### src/hdl/mahs_pkg.sv
`timescale 1ns / 1ps
`default_nettype none

package mahs_pkg;

   // sync pattern
   localparam logic [7:0] SyncByte = 8'hFF;
   localparam logic [7:0] SyncMask = 8'hE0;

   // configuration register indexes
   localparam int unsigned CsrIndexWidth = 4;
   localparam logic [CsrIndexWidth-1:0] CsrMemberOffset   = 4'd0;
   localparam logic [CsrIndexWidth-1:0] CsrCompressedSize = 4'd1;

   // version codes as reported
   localparam logic [1:0] VerMpeg1    = 2'd0;
   localparam logic [1:0] VerMpeg2    = 2'd1;
   localparam logic [1:0] VerMpeg25   = 2'd2;
   localparam logic [1:0] VerReserved = 2'd3;

   // version field codes in the header byte
   localparam logic [1:0] HdrVerMpeg25 = 2'd0;
   localparam logic [1:0] HdrVerMpeg2  = 2'd2;
   localparam logic [1:0] HdrVerMpeg1  = 2'd3;

   localparam logic [1:0] LayerReserved = 2'd0;

   // divider: 35-bit dividend (size * 8), one quotient bit per cycle
   localparam int unsigned DivSteps      = 35;
   localparam int unsigned DivCountWidth = $clog2(DivSteps);

   localparam logic [8:0] RateV1 [3][16] = '{
      '{9'd0, 9'd32, 9'd64, 9'd96, 9'd128, 9'd160, 9'd192, 9'd224,
        9'd256, 9'd288, 9'd320, 9'd352, 9'd384, 9'd416, 9'd448, 9'd0},
      '{9'd0, 9'd32, 9'd48, 9'd56, 9'd64, 9'd80, 9'd96, 9'd112,
        9'd128, 9'd160, 9'd192, 9'd224, 9'd256, 9'd320, 9'd384, 9'd0},
      '{9'd0, 9'd32, 9'd40, 9'd48, 9'd56, 9'd64, 9'd80, 9'd96,
        9'd112, 9'd128, 9'd160, 9'd192, 9'd224, 9'd256, 9'd320, 9'd0}
   };

   localparam logic [8:0] RateV2 [3][16] = '{
      '{9'd0, 9'd32, 9'd48, 9'd56, 9'd64, 9'd80, 9'd96, 9'd112,
        9'd128, 9'd144, 9'd160, 9'd176, 9'd192, 9'd224, 9'd256, 9'd0},
      '{9'd0, 9'd8, 9'd16, 9'd24, 9'd32, 9'd40, 9'd48, 9'd56,
        9'd64, 9'd80, 9'd96, 9'd112, 9'd128, 9'd144, 9'd160, 9'd0},
      '{9'd0, 9'd8, 9'd16, 9'd24, 9'd32, 9'd40, 9'd48, 9'd56,
        9'd64, 9'd80, 9'd96, 9'd112, 9'd128, 9'd144, 9'd160, 9'd0}
   };

   typedef enum logic [1:0] {
      ScanSearch = 2'd0,
      ScanSynced = 2'd1,
      ScanDone   = 2'd2
   } scan_phase_type;

   typedef enum logic [1:0] {
      CtrlIdle   = 2'd0,
      CtrlDivide = 2'd1,
      CtrlHold   = 2'd2
   } ctrl_state_type;

   typedef struct packed {
      logic step;     // byte word accepted this cycle
      logic div_run;  // advance divider one bit
   } dp_cmd_type;

   typedef struct packed {
      logic emit;      // current byte produces a result
      logic need_div;  // that result needs a play length division
      logic div_last;  // divider on its final step
   } dp_status_type;

   function automatic logic [8:0] rate_lookup(input logic [1:0] ver,
                                              input logic [1:0] lay,
                                              input logic [3:0] idx);
      logic [8:0] r;
      logic [1:0] row;
      r   = '0;
      row = 2'(lay - 2'd1);
      if (lay != LayerReserved) begin
         case (ver)
            VerMpeg1:            r = RateV1[row][idx];
            VerMpeg2, VerMpeg25: r = RateV2[row][idx];
            default:             r = '0;
         endcase
      end
      return r;
   endfunction

endpackage

`default_nettype wire

### src/hdl/mahs_req_if.sv
`timescale 1ns / 1ps
`default_nettype none

interface mahs_req_if;
   logic       valid;
   logic       ready;
   logic [7:0] data_byte;
   logic       last_byte;

   modport source (output valid, output data_byte, output last_byte, input ready);
   modport sink   (input valid, input data_byte, input last_byte, output ready);
endinterface

`default_nettype wire

### src/hdl/mahs_rsp_if.sv
`timescale 1ns / 1ps
`default_nettype none

interface mahs_rsp_if;
   logic        valid;
   logic        ready;
   logic        status;
   logic [31:0] header_position;
   logic [1:0]  version;
   logic [1:0]  layer;
   logic [8:0]  bitrate_kbps;
   logic [31:0] play_length_ms;

   modport source (output valid, output status, output header_position, output version,
                   output layer, output bitrate_kbps, output play_length_ms, input ready);
   modport sink   (input valid, input status, input header_position, input version,
                   input layer, input bitrate_kbps, input play_length_ms, output ready);
endinterface

`default_nettype wire

### src/hdl/mahs_csr_if.sv
`timescale 1ns / 1ps
`default_nettype none

interface mahs_csr_if;
   logic                               valid;
   logic                               ready;
   logic [mahs_pkg::CsrIndexWidth-1:0] index;
   logic [31:0]                        data;

   modport source (output valid, output index, output data, input ready);
   modport sink   (input valid, input index, input data, output ready);
endinterface

`default_nettype wire

### src/hdl/mahs_datapath.sv
`timescale 1ns / 1ps
`default_nettype none

module mahs_datapath (
   input  logic                               clock,
   input  logic                               reset,
   input  mahs_pkg::dp_cmd_type               cmd,
   output mahs_pkg::dp_status_type            stat,
   input  logic [7:0]                         data_byte,
   input  logic                               last_byte,
   input  logic                               csr_write,
   input  logic [mahs_pkg::CsrIndexWidth-1:0] csr_index,
   input  logic [31:0]                        csr_data,
   output logic                               rsp_status,
   output logic [31:0]                        rsp_header_position,
   output logic [1:0]                         rsp_version,
   output logic [1:0]                         rsp_layer,
   output logic [8:0]                         rsp_bitrate_kbps,
   output logic [31:0]                        rsp_play_length_ms
);

   localparam int unsigned DivW = mahs_pkg::DivCountWidth;

   // configuration
   logic [31:0] member_offset_ff;
   logic [31:0] compressed_size_ff;

   // scan state
   mahs_pkg::scan_phase_type phase_ff, phase_in;
   logic [7:0]  prev_byte_ff;
   logic        have_prev_ff;
   logic [31:0] byte_index_ff;
   logic [31:0] sync_index_ff, sync_index_in;
   logic [1:0]  held_version_ff, held_version_in;
   logic [1:0]  held_layer_ff, held_layer_in;

   // result and divider
   logic        status_ff;
   logic [31:0] position_ff;
   logic [1:0]  version_ff;
   logic [1:0]  layer_ff;
   logic [8:0]  bitrate_ff;
   logic [34:0] num_ff, num_in;
   logic [8:0]  rem_ff, rem_in;
   logic [8:0]  rem_divisor_ff;
   logic [DivW-1:0] count_ff, count_in;

   logic       sync_hit;
   logic       is_synced;
   logic [1:0] mapped_version;
   logic [1:0] mapped_layer;
   logic [8:0] rate;
   logic [9:0] trial;
   logic [9:0] diff;
   logic       ge;

   always_comb begin
      sync_hit  = (phase_ff == mahs_pkg::ScanSearch) && have_prev_ff
                  && (prev_byte_ff == mahs_pkg::SyncByte)
                  && ((data_byte & mahs_pkg::SyncMask) == mahs_pkg::SyncMask);
      is_synced = (phase_ff == mahs_pkg::ScanSynced);

      case (data_byte[4:3])
         mahs_pkg::HdrVerMpeg1:  mapped_version = mahs_pkg::VerMpeg1;
         mahs_pkg::HdrVerMpeg2:  mapped_version = mahs_pkg::VerMpeg2;
         mahs_pkg::HdrVerMpeg25: mapped_version = mahs_pkg::VerMpeg25;
         default:                mapped_version = mahs_pkg::VerReserved;
      endcase
      // layer field counts down: 3 is layer I
      mapped_layer = (data_byte[2:1] == 2'd0) ? mahs_pkg::LayerReserved
                                               : 2'(3'd4 - {1'b0, data_byte[2:1]});

      rate = mahs_pkg::rate_lookup(held_version_ff, held_layer_ff, data_byte[7:4]);

      stat.emit     = is_synced || ((phase_ff == mahs_pkg::ScanSearch) && last_byte);
      stat.need_div = is_synced && (rate != 9'd0);
      stat.div_last = (count_ff == DivW'(mahs_pkg::DivSteps - 1));
   end

   // next scan state for an accepted byte, before the member-end rearm
   always_comb begin
      phase_in        = phase_ff;
      sync_index_in   = sync_index_ff;
      held_version_in = held_version_ff;
      held_layer_in   = held_layer_ff;
      case (phase_ff)
         mahs_pkg::ScanSearch: begin
            if (sync_hit) begin
               phase_in        = mahs_pkg::ScanSynced;
               sync_index_in   = byte_index_ff - 32'd1;
               held_version_in = mapped_version;
               held_layer_in   = mapped_layer;
            end
         end
         mahs_pkg::ScanSynced: phase_in = mahs_pkg::ScanDone;
         default:              phase_in = mahs_pkg::ScanDone;
      endcase
   end

   // restoring divider, one quotient bit per cycle
   always_comb begin
      trial = {rem_ff, num_ff[34]};
      diff  = trial - {1'b0, rem_divisor_ff};
      ge    = (trial >= {1'b0, rem_divisor_ff});
      rem_in   = ge ? diff[8:0] : trial[8:0];
      num_in   = {num_ff[33:0], ge};
      count_in = count_ff + DivW'(1);
   end

   always_ff @(posedge clock) begin
      if (reset) begin
         member_offset_ff   <= '0;
         compressed_size_ff <= '0;
      end else if (csr_write) begin
         case (csr_index)
            mahs_pkg::CsrMemberOffset:   member_offset_ff   <= csr_data;
            mahs_pkg::CsrCompressedSize: compressed_size_ff <= csr_data;
            default: ;
         endcase
      end
   end

   always_ff @(posedge clock) begin
      if (reset) begin
         phase_ff        <= mahs_pkg::ScanSearch;
         prev_byte_ff    <= '0;
         have_prev_ff    <= 1'b0;
         byte_index_ff   <= '0;
         sync_index_ff   <= '0;
         held_version_ff <= '0;
         held_layer_ff   <= '0;
      end else if (cmd.step) begin
         if (last_byte) begin
            phase_ff        <= mahs_pkg::ScanSearch;
            prev_byte_ff    <= '0;
            have_prev_ff    <= 1'b0;
            byte_index_ff   <= '0;
            sync_index_ff   <= '0;
            held_version_ff <= '0;
            held_layer_ff   <= '0;
         end else begin
            phase_ff        <= phase_in;
            prev_byte_ff    <= data_byte;
            have_prev_ff    <= 1'b1;
            byte_index_ff   <= byte_index_ff + 32'd1;
            sync_index_ff   <= sync_index_in;
            held_version_ff <= held_version_in;
            held_layer_ff   <= held_layer_in;
         end
      end
   end

   // result word loaded only in idle; divide alters only play length
   always_ff @(posedge clock) begin
      if (cmd.step && stat.emit) begin
         status_ff   <= !is_synced;
         position_ff <= is_synced ? (member_offset_ff + sync_index_ff) : 32'd0;
         version_ff  <= is_synced ? held_version_ff : 2'd0;
         layer_ff    <= is_synced ? held_layer_ff : 2'd0;
         bitrate_ff  <= is_synced ? rate : 9'd0;
         num_ff      <= stat.need_div ? {compressed_size_ff, 3'b000} : 35'd0;
         rem_ff      <= '0;
         rem_divisor_ff <= rate;
         count_ff    <= '0;
      end else if (cmd.div_run) begin
         num_ff   <= num_in;
         rem_ff   <= rem_in;
         count_ff <= count_in;
      end
   end

   assign rsp_status          = status_ff;
   assign rsp_header_position = position_ff;
   assign rsp_version         = version_ff;
   assign rsp_layer           = layer_ff;
   assign rsp_bitrate_kbps    = bitrate_ff;
   assign rsp_play_length_ms  = num_ff[31:0];

endmodule

`default_nettype wire

### src/hdl/mahs_ctrl.sv
`timescale 1ns / 1ps
`default_nettype none

module mahs_ctrl (
   input  logic                    clock,
   input  logic                    reset,
   input  logic                    req_valid,
   output logic                    req_ready,
   output logic                    rsp_valid,
   input  logic                    rsp_ready,
   output mahs_pkg::dp_cmd_type    cmd,
   input  mahs_pkg::dp_status_type stat
);

   mahs_pkg::ctrl_state_type state_ff, state_in;

   always_comb begin
      state_in = state_ff;
      case (state_ff)
         mahs_pkg::CtrlIdle: begin
            if (req_valid && stat.emit) begin
               state_in = stat.need_div ? mahs_pkg::CtrlDivide : mahs_pkg::CtrlHold;
            end
         end
         mahs_pkg::CtrlDivide: begin
            if (stat.div_last) begin
               state_in = mahs_pkg::CtrlHold;
            end
         end
         mahs_pkg::CtrlHold: begin
            if (rsp_ready) begin
               state_in = mahs_pkg::CtrlIdle;
            end
         end
         default: state_in = mahs_pkg::CtrlIdle;
      endcase
   end

   always_comb begin
      req_ready   = 1'b0;
      rsp_valid   = 1'b0;
      cmd.step    = 1'b0;
      cmd.div_run = 1'b0;
      case (state_ff)
         mahs_pkg::CtrlIdle: begin
            req_ready = 1'b1;
            cmd.step  = req_valid;
         end
         mahs_pkg::CtrlDivide: cmd.div_run = 1'b1;
         mahs_pkg::CtrlHold:   rsp_valid   = 1'b1;
         default: ;
      endcase
   end

   always_ff @(posedge clock) begin
      if (reset) begin
         state_ff <= mahs_pkg::CtrlIdle;
      end else begin
         state_ff <= state_in;
      end
   end

endmodule

`default_nettype wire

### src/hdl/mpeg_audio_header_scanner.sv
`timescale 1ns / 1ps
`default_nettype none

// channel   dir  handshake    word
// req_chan  in   valid/ready  data_byte[7:0], last_byte
// rsp_chan  out  valid/ready  status, header_position[31:0], version[1:0], layer[1:0],
//                             bitrate_kbps[8:0], play_length_ms[31:0]
// csr_chan  in   valid/ready  index[3:0] (0 member_offset, 1 compressed_size), data[31:0]
//
// Bytes that cause no result are taken one per cycle.
// A byte that ends a member without a header, or a found header with a zero bitrate,
// shows its result the next cycle; a found header with a nonzero bitrate first runs
// the bit-serial divider for the play length.
// While a result is being formed or waits on rsp_chan.ready no byte is taken.
// Synchronous reset clears scan state, csr registers and controller; csr always ready.

module mpeg_audio_header_scanner (
   input  logic        clock,
   input  logic        reset,
   mahs_req_if.sink    req_chan,
   mahs_rsp_if.source  rsp_chan,
   mahs_csr_if.sink    csr_chan
);

   mahs_pkg::dp_cmd_type    cmd;
   mahs_pkg::dp_status_type stat;

   // register writes never stall
   assign csr_chan.ready = 1'b1;

   // sequencer: idle (take bytes) -> divide (only when needed) -> hold result
   mahs_ctrl u_ctrl (
      .clock     (clock),
      .reset     (reset),
      .req_valid (req_chan.valid),
      .req_ready (req_chan.ready),
      .rsp_valid (rsp_chan.valid),
      .rsp_ready (rsp_chan.ready),
      .cmd       (cmd),
      .stat      (stat)
   );

   // sync search, header decode, bitrate table, divider, result word
   mahs_datapath u_datapath (
      .clock               (clock),
      .reset               (reset),
      .cmd                 (cmd),
      .stat                (stat),
      .data_byte           (req_chan.data_byte),
      .last_byte           (req_chan.last_byte),
      .csr_write           (csr_chan.valid),
      .csr_index           (csr_chan.index),
      .csr_data            (csr_chan.data),
      .rsp_status          (rsp_chan.status),
      .rsp_header_position (rsp_chan.header_position),
      .rsp_version         (rsp_chan.version),
      .rsp_layer           (rsp_chan.layer),
      .rsp_bitrate_kbps    (rsp_chan.bitrate_kbps),
      .rsp_play_length_ms  (rsp_chan.play_length_ms)
   );

endmodule

`default_nettype wire

### src/flat_wrapper.sv
// flat-port wrapper written by rule: the top's interface ports become plain ports
module mpeg_audio_header_scanner_flat 
  (clock, reset, req_chan_valid, req_chan_data_byte, req_chan_last_byte, req_chan_ready, rsp_chan_valid, rsp_chan_status, rsp_chan_header_position, rsp_chan_version, rsp_chan_layer, rsp_chan_bitrate_kbps, rsp_chan_play_length_ms, rsp_chan_ready, csr_chan_valid, csr_chan_index, csr_chan_data, csr_chan_ready);
  mahs_req_if req_chan_i ();
  mahs_rsp_if rsp_chan_i ();
  mahs_csr_if csr_chan_i ();
  input  logic clock;
  input  logic reset;
  input wire logic [$bits(req_chan_i.valid)-1:0] req_chan_valid;
  input wire logic [$bits(req_chan_i.data_byte)-1:0] req_chan_data_byte;
  input wire logic [$bits(req_chan_i.last_byte)-1:0] req_chan_last_byte;
  output wire logic [$bits(req_chan_i.ready)-1:0] req_chan_ready;
  output wire logic [$bits(rsp_chan_i.valid)-1:0] rsp_chan_valid;
  output wire logic [$bits(rsp_chan_i.status)-1:0] rsp_chan_status;
  output wire logic [$bits(rsp_chan_i.header_position)-1:0] rsp_chan_header_position;
  output wire logic [$bits(rsp_chan_i.version)-1:0] rsp_chan_version;
  output wire logic [$bits(rsp_chan_i.layer)-1:0] rsp_chan_layer;
  output wire logic [$bits(rsp_chan_i.bitrate_kbps)-1:0] rsp_chan_bitrate_kbps;
  output wire logic [$bits(rsp_chan_i.play_length_ms)-1:0] rsp_chan_play_length_ms;
  input wire logic [$bits(rsp_chan_i.ready)-1:0] rsp_chan_ready;
  input wire logic [$bits(csr_chan_i.valid)-1:0] csr_chan_valid;
  input wire logic [$bits(csr_chan_i.index)-1:0] csr_chan_index;
  input wire logic [$bits(csr_chan_i.data)-1:0] csr_chan_data;
  output wire logic [$bits(csr_chan_i.ready)-1:0] csr_chan_ready;
  assign req_chan_i.valid = req_chan_valid;
  assign req_chan_i.data_byte = req_chan_data_byte;
  assign req_chan_i.last_byte = req_chan_last_byte;
  assign req_chan_ready = req_chan_i.ready;
  assign rsp_chan_valid = rsp_chan_i.valid;
  assign rsp_chan_status = rsp_chan_i.status;
  assign rsp_chan_header_position = rsp_chan_i.header_position;
  assign rsp_chan_version = rsp_chan_i.version;
  assign rsp_chan_layer = rsp_chan_i.layer;
  assign rsp_chan_bitrate_kbps = rsp_chan_i.bitrate_kbps;
  assign rsp_chan_play_length_ms = rsp_chan_i.play_length_ms;
  assign rsp_chan_i.ready = rsp_chan_ready;
  assign csr_chan_i.valid = csr_chan_valid;
  assign csr_chan_i.index = csr_chan_index;
  assign csr_chan_i.data = csr_chan_data;
  assign csr_chan_ready = csr_chan_i.ready;
  mpeg_audio_header_scanner u_core (.clock(clock), .reset(reset), .req_chan(req_chan_i), .rsp_chan(rsp_chan_i), .csr_chan(csr_chan_i));
endmodule
### config.mk
export PLATFORM = sky130hd
export DESIGN_NAME = mpeg_audio_header_scanner_flat
export DESIGN_NICKNAME = d
export VERILOG_FILES = /design/src/hdl/mahs_pkg.sv /design/src/hdl/mahs_req_if.sv /design/src/hdl/mahs_rsp_if.sv /design/src/hdl/mahs_csr_if.sv /design/src/hdl/mahs_datapath.sv /design/src/hdl/mahs_ctrl.sv /design/src/hdl/mpeg_audio_header_scanner.sv /design/src/flat_wrapper.sv
export SDC_FILE = /design/constraint.sdc
export NUM_CORES = 1
export LEC_CHECK = 0
export BUFFER_PORTS_ARGS = -buffer_cell sky130_fd_sc_hd__buf_2
export CAP_MARGIN = 20
export CORE_MARGIN = 10
export CORE_UTILIZATION = 60
export CTS_CLUSTER_DIAMETER = 150
export DETAILED_ROUTE_END_ITERATION = 10
export GPL_TIMING_DRIVEN = 0
export PLACE_DENSITY = 0.78
export SYNTH_ARGS = -nofsm -noshare
export SYNTH_HDL_FRONTEND = slang
export SYNTH_SLANG_ARGS = --single-unit
export TNS_END_PERCENT = 100
### constraint.sdc
create_clock -name clock -period 4.1 [get_ports clock]
set_input_delay 0.82 -clock clock [delete_from_list [all_inputs] [get_ports clock]]
set_output_delay 0.82 -clock clock [all_outputs]
set_load 0.01 [all_outputs]
==> results of run 1 <==
[layer usage]
| layer | GRT usage | share of wire | vias to the layer above |
|---|---|---|---|
| met1 | 0.321 | 0.44 | 5168 |
| met4 | 0.0512 | 0.018 | 0 |
| li1 | - | - | 5445 |
| met5 | 0 | 0 | - |
| met3 | 0.0310 | 0.071 | 54 |
| met2 | 0.384 | 0.47 | 403 |
[cell families after synthesis]
logic type,after synthesis,synth area share
compound gates,322,0.148
xor+xnor,77,0.0530
fa+ha+maj,54,0.0537
buf+inv,166,0.0614
flops,244,0.450
mux,7,0.00580
other cells,2,0.000590
simple gates,627,0.228
[per-stage QoR]
stage / area, sq um / hold WS, ps / utilization / TNS [ps]
2_1_floorplan: 12700 / 429 / - / 0
3_3_place_gp: 13700 / 443 / 0.654 / -42580
3_5_place_dp: 13800 / 448 / 0.656 / 0
4_1_cts: 14700 / 457 / 0.700 / 0
5_1_grt: 14700 / 473 / 0.700 / 0
6_report: 14700 / 457 / 0.700 / 0
[sequential cells by signal (all words and copies together) (netlist names), 6 cells and up]
signal                                 flops
u_core.u_datapath.member_offset_ff        32
u_core.u_datapath.count_ff                 6
u_core.u_datapath.rsp_header_position     32
u_core.u_datapath.compressed_size_ff      32
u_core.u_datapath.prev_byte_ff             8
u_core.u_datapath.rem_divisor_ff           6
u_core.u_datapath.byte_index_ff           32
u_core.u_datapath.sync_index_ff           32
u_core.u_datapath.num_ff                  35
u_core.u_datapath.rsp_bitrate_kbps         6
u_core.u_datapath.rem_ff                   9
[layout make-up]
| class | count | area, sq um | share of cell area |
|---|---|---|---|
| Clock inverter | 15 | 155 | 0.0106 |
| Buffer | 123 | 622 | 0.0424 |
| Inverter | 43 | 161 | 0.0110 |
| Timing Repair Buffer | 126 | 668 | 0.0456 |
| Multi-Input combinational cell | 1093 | 6240 | 0.426 |
| Sequential cell | 244 | 5730 | 0.390 |
| Tap cell | 275 | 344 | 0.0235 |
| Clock buffer | 33 | 749 | 0.0511 |
[layout by cell type (no fill, tap or decap), types with 39 or more instances in the layout]
cell / instances
xor2_1: 39
inv_1: 42
a21oi_1: 140
nor3_1: 45
o21ai_0: 82
buf_2: 127
ha_1: 53
nor2_1: 164
edfxtp_1: 84
dfxtp_1: 160
nand2_1: 261
clkbuf_1: 75
[power groups by stage]
stage / combinational [mW] / sequential (mW) / clock (mW)
5_1_grt: 0.434 / 2.59 / 2.58
4_1_cts: 0.393 / 2.58 / 2.46
2_1_floorplan: 0.241 / 2.63 / 0
6_report: 0.392 / 2.58 / 2.45
3_3_place_gp: 0.378 / 2.64 / 0
3_5_place_dp: 0.390 / 2.63 / 0
[worst register-to-register path: stages (launching register included)]
cell,delay [ps]
dfxtp_1,470
inv_1,170
ha_1,330
nor2_1,360
nor2_1,110
o21ai_0,330
a31oi_1,170
a211oi_2,370
nand4_1,160
o21ai_2,480
clkbuf_2,300
o21ai_0,130
[final timing paths]
check                                                             start                                               endpoint  slack (ps)  cells after the start
setup reg to reg        u_core.u_datapath.held_layer_ff[0]$_SDFFE_PP0P_                  u_core.u_datapath.num_ff[5]$_DFFE_PP_         450                     11
hold / removal    u_core.u_datapath.compressed_size_ff[13]$_SDFFE_PP0P_  u_core.u_datapath.compressed_size_ff[13]$_SDFFE_PP0P_         460                      2
setup / recovery        u_core.u_datapath.held_layer_ff[0]$_SDFFE_PP0P_                  u_core.u_datapath.num_ff[5]$_DFFE_PP_         450                     11
hold reg to reg   u_core.u_datapath.compressed_size_ff[13]$_SDFFE_PP0P_  u_core.u_datapath.compressed_size_ff[13]$_SDFFE_PP0P_         460                      2
[timing repair]
item                                    4_1_cts  5_1_grt
endpoints found under the setup margin        0       33
gates resized for setup                       0        2
setup buffers                                 0        0
hold buffers                                  0        0
==> results.toml, run 1 <==
[placed_design]
placedCellCount = 1904
port-buffer-count = 124
hpwl_um = 25600
pre_cts_ws_ps = 69.1
gp_congestion = 0.957

[synth]
postSynth.asyncResetShare = 0
synth_top_area_frac = 0.252
synth-edff-count = 84
synthesis.area_sq_um = 12700
syn_avg_cell_area_sq_um = 8.49
synth_common_cells = "nand2_1 (261), nor2_1 (164), dfxtp_1 (160), a21oi_1 (140), edfxtp_1 (84)"
synth.largest_area_cell = "dfxtp_1"
ys.flop_type = "dfxtp_1"
postSynthCellCount = 1499
synth_warnings = 0
synth-seq-cells = 244
synthMostInstantiatedCell = "nand2_1"
synthDistinctLibCells = 75
yosys-top-cells-area = "dfxtp_1 (25%), edfxtp_1 (20%), nand2_1 (7.7%)"
yosysSeqAreaShare = 0.450

[drt]
via_per_inst = 5.67
first_pass_iters = 5
antenna_left = 0
vias = 11100
first_iter_violations = 830
wl_per_cell_um = 17.4
wl_um = 33900
route.detailed.drc = 0

[setup_path]
critPathKind = "flop to flop"
path_delay_family = "compound AO/OA/AOI/OAI gates"
crit_path_max_fanout = 10
critPathLaunchType = "flop"
cp_cell_sequence = "inv_1 > ha_1 > nor2_1 > nor2_1 > o21ai_0 > a31oi_1 > a211oi_2 > nand4_1 > o21ai_2 > clkbuf_2 > o21ai_0"
crit_arrival_ps = 3910
cp_slowest_cell = "o21ai_2"
cp-end-kind = "flop"
crit_buf_inv = 2
cp.required_ps = 4360
crit_path_max_incr_delay_ps = 480

[layout]
finalNetCount = 1761
synthToLayoutAreaGrowth_pct = 15.3
fill_cells = 1684
layout.cells.non_filler = 1952
drive_gt1_frac = 0.139
diodes = 0

[grt]
grt_pass1_vias = 10400
grtUsageTotal = 0.234
antenna_found_initial = 0
grt_pass1_wl_um = 54600
grt_max_degree = 40
grt_overflow = 0

[sta]
max_clock_freq_mhz = 274
setup_violations = 0
drv_slew = 0
slew_headroom = 0.339
hold_viol = 0
finalCritPeriodShare = 0.891
finClkSkew_ps = 11.5
period_minus_slack_ps = 3650
tightest_slew_ps = 982
fin_ws_ps = 447
rsz0062_at_grt = "no"

[power_and_ir_drop]
p_leak_nw = 5.78
pwr_density_cell_nw_per_um2 = 370
ir_worst_vdd_v = 0.000224
power_frac_comb = 0.072
intPower_mw = 4.18
power_frac_seq = 0.476
switchingPower_mw = 1.24
p_clk_frac = 0.451
switching_share = 0.229
power_mw = 5.42

[floorplanning]
core_region_area_sq_um = 21000
fp.dieH_um = 166
rows = 53
ios = 131
die_w_um = 166
initial_core_util = 0.607
design.die.area_sq_um = 27400

[cts]
clock_sinks = 244
cts_buffer_depth = 3
cts_max_level = 1
insertion_delay_ps = 530
cts_buffers = 26
cts_tree = "done"
clkTransAtPathRegs_ps = 60
root_buffer = "clkbuf_16"

[worst_hold_path]
hold_path_class = "flop to flop"

[run]
cap_violations = 0

[run_status]
status = "finished, final reports clean"
Note: power is estimated with default switching activity, not from simulation.
==> run 2: changes to the inputs <==
- PLACE_DENSITY: 0.78 -> 0.84
- REMOVE_ABC_BUFFERS: unset -> 1
==> results.toml, run 2 (synthesis results as in run 1) <==
[power_and_ir_drop]
pwr_density_cell_nw_per_um2 = 377
ir_worst_vdd_v = 0.000256
p_leak_nw = 5.55

[drt]
via_per_inst = 5.75
antenna_left = 0
route.detailed.drc = 0
first_pass_iters = 5
first_iter_violations = 1022
vias = 10600
wl_per_cell_um = 16.2
wl_um = 29700

[setup_path]
cp.required_ps = 4310
cp_cell_sequence = "inv_1 > ha_1 > nor2_1 > nor2_1 > o21ai_0 > a31oi_1 > a211oi_1 > nand4_1 > o21ai_2 > buf_8 > o21ai_0"
path_delay_family = "compound AO/OA/AOI/OAI gates"
cp_slowest_cell = "a211oi_1"
critPathLaunchType = "flop"
critPathKind = "flop to flop"
crit_path_max_fanout = 30
cp-end-kind = "flop"
crit_buf_inv = 2
crit_arrival_ps = 4010
crit_path_max_incr_delay_ps = 630

[cts]
holdBufCountCts = 0
clock_sinks = 244
cts_buffer_depth = 3
cts_resized = 0
cts_tree = "done"
clkTransAtPathRegs_ps = 60
cts_buffers = 26
post_cts.repair.setup_buffers = 0
root_buffer = "clkbuf_16"
cts_max_level = 1
insertion_delay_ps = 530

[sta]
rsz0062_at_grt = "no"
period_minus_slack_ps = 3800
max_clock_freq_mhz = 263
finClkSkew_ps = 14.6
setup_violations = 0
tightest_slew_ps = 1070
finalCritPeriodShare = 0.927
drv_slew = 0
holdWs_ps = 456
fin_ws_ps = 298
hold_viol = 0
slew_headroom = 0.283

[layout]
fin_area_sq_um = 14200
drive_gt1_frac = 0.132
synthToLayoutAreaGrowth_pct = 11.6
fill_cells = 1609
final_common_cell = "nand2_1"
most-common-layout-cells = "nand2_1 (261), nor2_1 (164), dfxtp_1 (160)"
layout.cells.non_filler = 1839
finalNetCount = 1648
largest_reg_flops = 35
diodes = 0
top_register = "u_core.u_datapath.num_ff"

[placed_design]
placed_area_sq_um = 13300
port-buffer-count = 126
pre_cts_ws_ps = 236
hpwl_um = 20900
placedCellCount = 1790
gp_congestion = 0.898

[floorplanning]
rows = 53
die_w_um = 166
initial_core_util = 0.607
ios = 131
core_region_area_sq_um = 21000
fp.dieH_um = 166
design.die.area_sq_um = 27400

[run]
cap_violations = 0

[grt]
grtUsageTotal = 0.206
antenna_found_initial = 0
grt_pass1_wl_um = 49300
grt_pass1_vias = 9920
grt_max_degree = 96
grt_overflow = 0

[worst_hold_path]
hold_path_class = "flop to flop"

[run_status]
status = "finished, final reports clean"
[run 2: changes by cell type in the layout (fill, tap and decap cells not counted), moves of 3 or more]
cell      previous run  this run
clkbuf_8             3         0
clkinv_1             7         1
buf_4               36         4
buf_8                0         3
buf_16               1         4
clkbuf_2             5         0
clkinv_2             2         6
buf_1                4         0
clkbuf_1            75         2
[run 2: worst min-delay path: stages, from the launching register on]
cell and delay, ps:
dfxtp_1 310, nand2_1 50, a21oi_1 50
[run 2: area by class of cell]
class | count | area [sq um] | share of cell area
clock buffers | 30 | 708 | 0.0499
clock inverters | 18 | 194 | 0.0137
inverters | 43 | 164 | 0.0115
multi-input cells | 1093 | 6260 | 0.440
flip-flops and latches | 244 | 5730 | 0.403
well taps | 275 | 344 | 0.0242
repair buffers | 136 | 811 | 0.0571
[run 2: power breakdown]
group | internal, mW | switching, mW
Combinational | 0.121 | 0.227
Clock | 1.44 | 0.983
Sequential | 2.55 | 0.0262
Total | 4.12 | 1.24
[run 2: metrics by stage]
stage,power (mW),utilization,setup TNS (ps)
after floorplan,2.82,-,0
after global placement,2.96,0.625,-178290
after detailed placement,2.98,0.634,0
after CTS,5.38,0.677,0
after global routing,5.53,0.678,0
final,5.36,0.678,0
[run 2: per-layer routing]
layer | wire [um] | track usage | up-vias
li1 | - | - | 5226
met1 | 13200 | 0.268 | 4942
met5 | 0 | 0 | -
met3 | 1890 | 0.0345 | 54
met4 | 648 | 0.0574 | 0
met2 | 14000 | 0.346 | 349
[run 2: path summary, 6_finish.rpt]
path                                                                           start                                                   end  slack [ps]  cells after the start
worst max-delay path                 u_core.u_datapath.held_layer_ff[0]$_SDFFE_PP0P_                u_core.u_datapath.num_ff[34]$_DFFE_PP_         300                     11
worst min-delay path            u_core.u_datapath.compressed_size_ff[0]$_SDFFE_PP0P_  u_core.u_datapath.compressed_size_ff[0]$_SDFFE_PP0P_         460                      2
worst max register to register       u_core.u_datapath.held_layer_ff[0]$_SDFFE_PP0P_                u_core.u_datapath.num_ff[34]$_DFFE_PP_         300                     11
worst min register to register  u_core.u_datapath.compressed_size_ff[0]$_SDFFE_PP0P_  u_core.u_datapath.compressed_size_ff[0]$_SDFFE_PP0P_         460                      2
==> run 3: changes to the inputs <==
- PLACE_DENSITY: 0.84 -> unset
- PLACE_DENSITY_LB_ADDON: unset -> 0.1
==> results.toml, run 3 (synthesis results as in run 1) <==
[cts]
holdBufCountCts = 0
cts_buffer_depth = 3
clkTransAtPathRegs_ps = 60
cts_max_level = 1
cts_tree = "done"
cts_resized = 0
root_buffer = "clkbuf_16"
post_cts.repair.setup_buffers = 0
clock_sinks = 244
cts_buffers = 27
insertion_delay_ps = 540

[layout]
fill_cells = 1772
seqCellArea_sq_um = 5730
finalNetCount = 1650
drive_gt1_frac = 0.130
synthToLayoutAreaGrowth_pct = 11.5
most-common-layout-cells = "nand2_1 (260), nor2_1 (164), dfxtp_1 (160)"
layout.cells.non_filler = 1841
multiInputGateArea_sq_um = 6250
final_common_cell = "nand2_1"
top_register = "u_core.u_datapath.num_ff"
largest_reg_flops = 35
diodes = 0

[grt]
grt_pass1_wl_um = 48600
grt_max_degree = 67
grt_overflow = 0
grtUsageTotal = 0.204
antenna_found_initial = 0
grt_pass1_vias = 9486

[setup_path]
crit_path_max_fanout = 28
cp-startpoint = "u_core.u_datapath.held_layer_ff[0]$_SDFFE_PP0P_"
crit_buf_inv = 2
path_delay_family = "compound AO/OA/AOI/OAI gates"
cp.required_ps = 4320
cp-end-kind = "flop"
crit_arrival_ps = 3900
critPathLaunchType = "flop"
cp_slowest_cell = "a211oi_1"
r2r_start = "u_core.u_datapath.held_layer_ff[0]$_SDFFE_PP0P_"
critPathKind = "flop to flop"
crit_path_max_incr_delay_ps = 500
cp_cell_sequence = "inv_1 > ha_1 > nor2_1 > nor2_1 > o21ai_0 > a31oi_1 > a211oi_1 > nand4_1 > o21ai_2 > buf_8 > o21ai_0"

[power_and_ir_drop]
ir_worst_vdd_v = 0.000274
p_leak_nw = 5.54
power_mw = 5.29
pwr_density_cell_nw_per_um2 = 373

[floorplanning]
design.die.area_sq_um = 27400
fp.dieH_um = 166
die_w_um = 166
ios = 131
rows = 53
core_region_area_sq_um = 21000
initial_core_util = 0.607

[placed_design]
pre_cts_ws_ps = 327
placedCellCount = 1790
hpwl_um = 21000
port-buffer-count = 126
gp_congestion = 0.871

[sta]
holdWs_ps = 456
finalCritPeriodShare = 0.899
drv_slew = 0
setup_violations = 0
max_clock_freq_mhz = 271
hold_viol = 0
period_minus_slack_ps = 3680
fin_ws_ps = 416
finClkSkew_ps = 14.6
fin_setup_tns_ps = 0
slew_headroom = 0.349
rsz0062_at_grt = "no"
tightest_slew_ps = 973

[drt]
first_iter_violations = 871
route.detailed.drc = 0
first_pass_iters = 5
wl_um = 29400
via_per_inst = 5.60
antenna_left = 0
wl_per_cell_um = 16.0
vias = 10300

[run_status]
status = "finished, final reports clean"

[worst_hold_path]
hold_path_class = "flop to flop"
min_from = "u_core.u_datapath.compressed_size_ff[27]$_SDFFE_PP0P_"

[run]
cap_violations = 0
## run 3: tightest hold or removal path, delay by kind of cell, from the launching register on
family | cells | cell delay [ps]
flops | 1 | 310
compound gates | 1 | 50
simple gates | 1 | 50
## run 3: area by class of cell
cell class / instances / share of cell area
inverters: 43 / 0.0116
clock buffers: 36 / 0.0521
flip-flops and latches: 244 / 0.404
well taps: 275 / 0.0243
multi-input cells: 1093 / 0.441
clock inverters: 13 / 0.00935
repair buffers: 137 / 0.0585
## run 3: metrics by stage
| stage | cell area (sq um) | utilization |
|---|---|---|
| 2_1_floorplan | 12100 | - |
| 4_1_cts | 14100 | 0.675 |
| 5_1_grt | 14200 | 0.677 |
| 3_5_place_dp | 13300 | 0.633 |
| 3_3_place_gp | 13100 | 0.625 |
| 6_report | 14200 | 0.677 |
## run 3: power breakdown
group | total, mW | switching [mW] | internal, mW
combinational | 0.345 | 0.225 | 0.120
sequential | 2.58 | 0.0262 | 2.56
clock | 2.36 | 0.968 | 1.40
## run 3: worst paths after layout
kind,to,slack [ps],cells past startpoint
max,u_core.u_datapath.num_ff[34]$_DFFE_PP_,420,11
min,u_core.u_datapath.compressed_size_ff[27]$_SDFFE_PP0P_,460,2
max reg2reg,u_core.u_datapath.num_ff[34]$_DFFE_PP_,420,11
min reg2reg,u_core.u_datapath.compressed_size_ff[27]$_SDFFE_PP0P_,460,2
## run 3: metal layers
metal  track usage  vias up  wire length (um)
li1              -     5238                 -
met1         0.301     4753             14500
met2         0.306      280             12700
met3        0.0329       37              1770
met4        0.0431        0               421
met5             0        -                 0
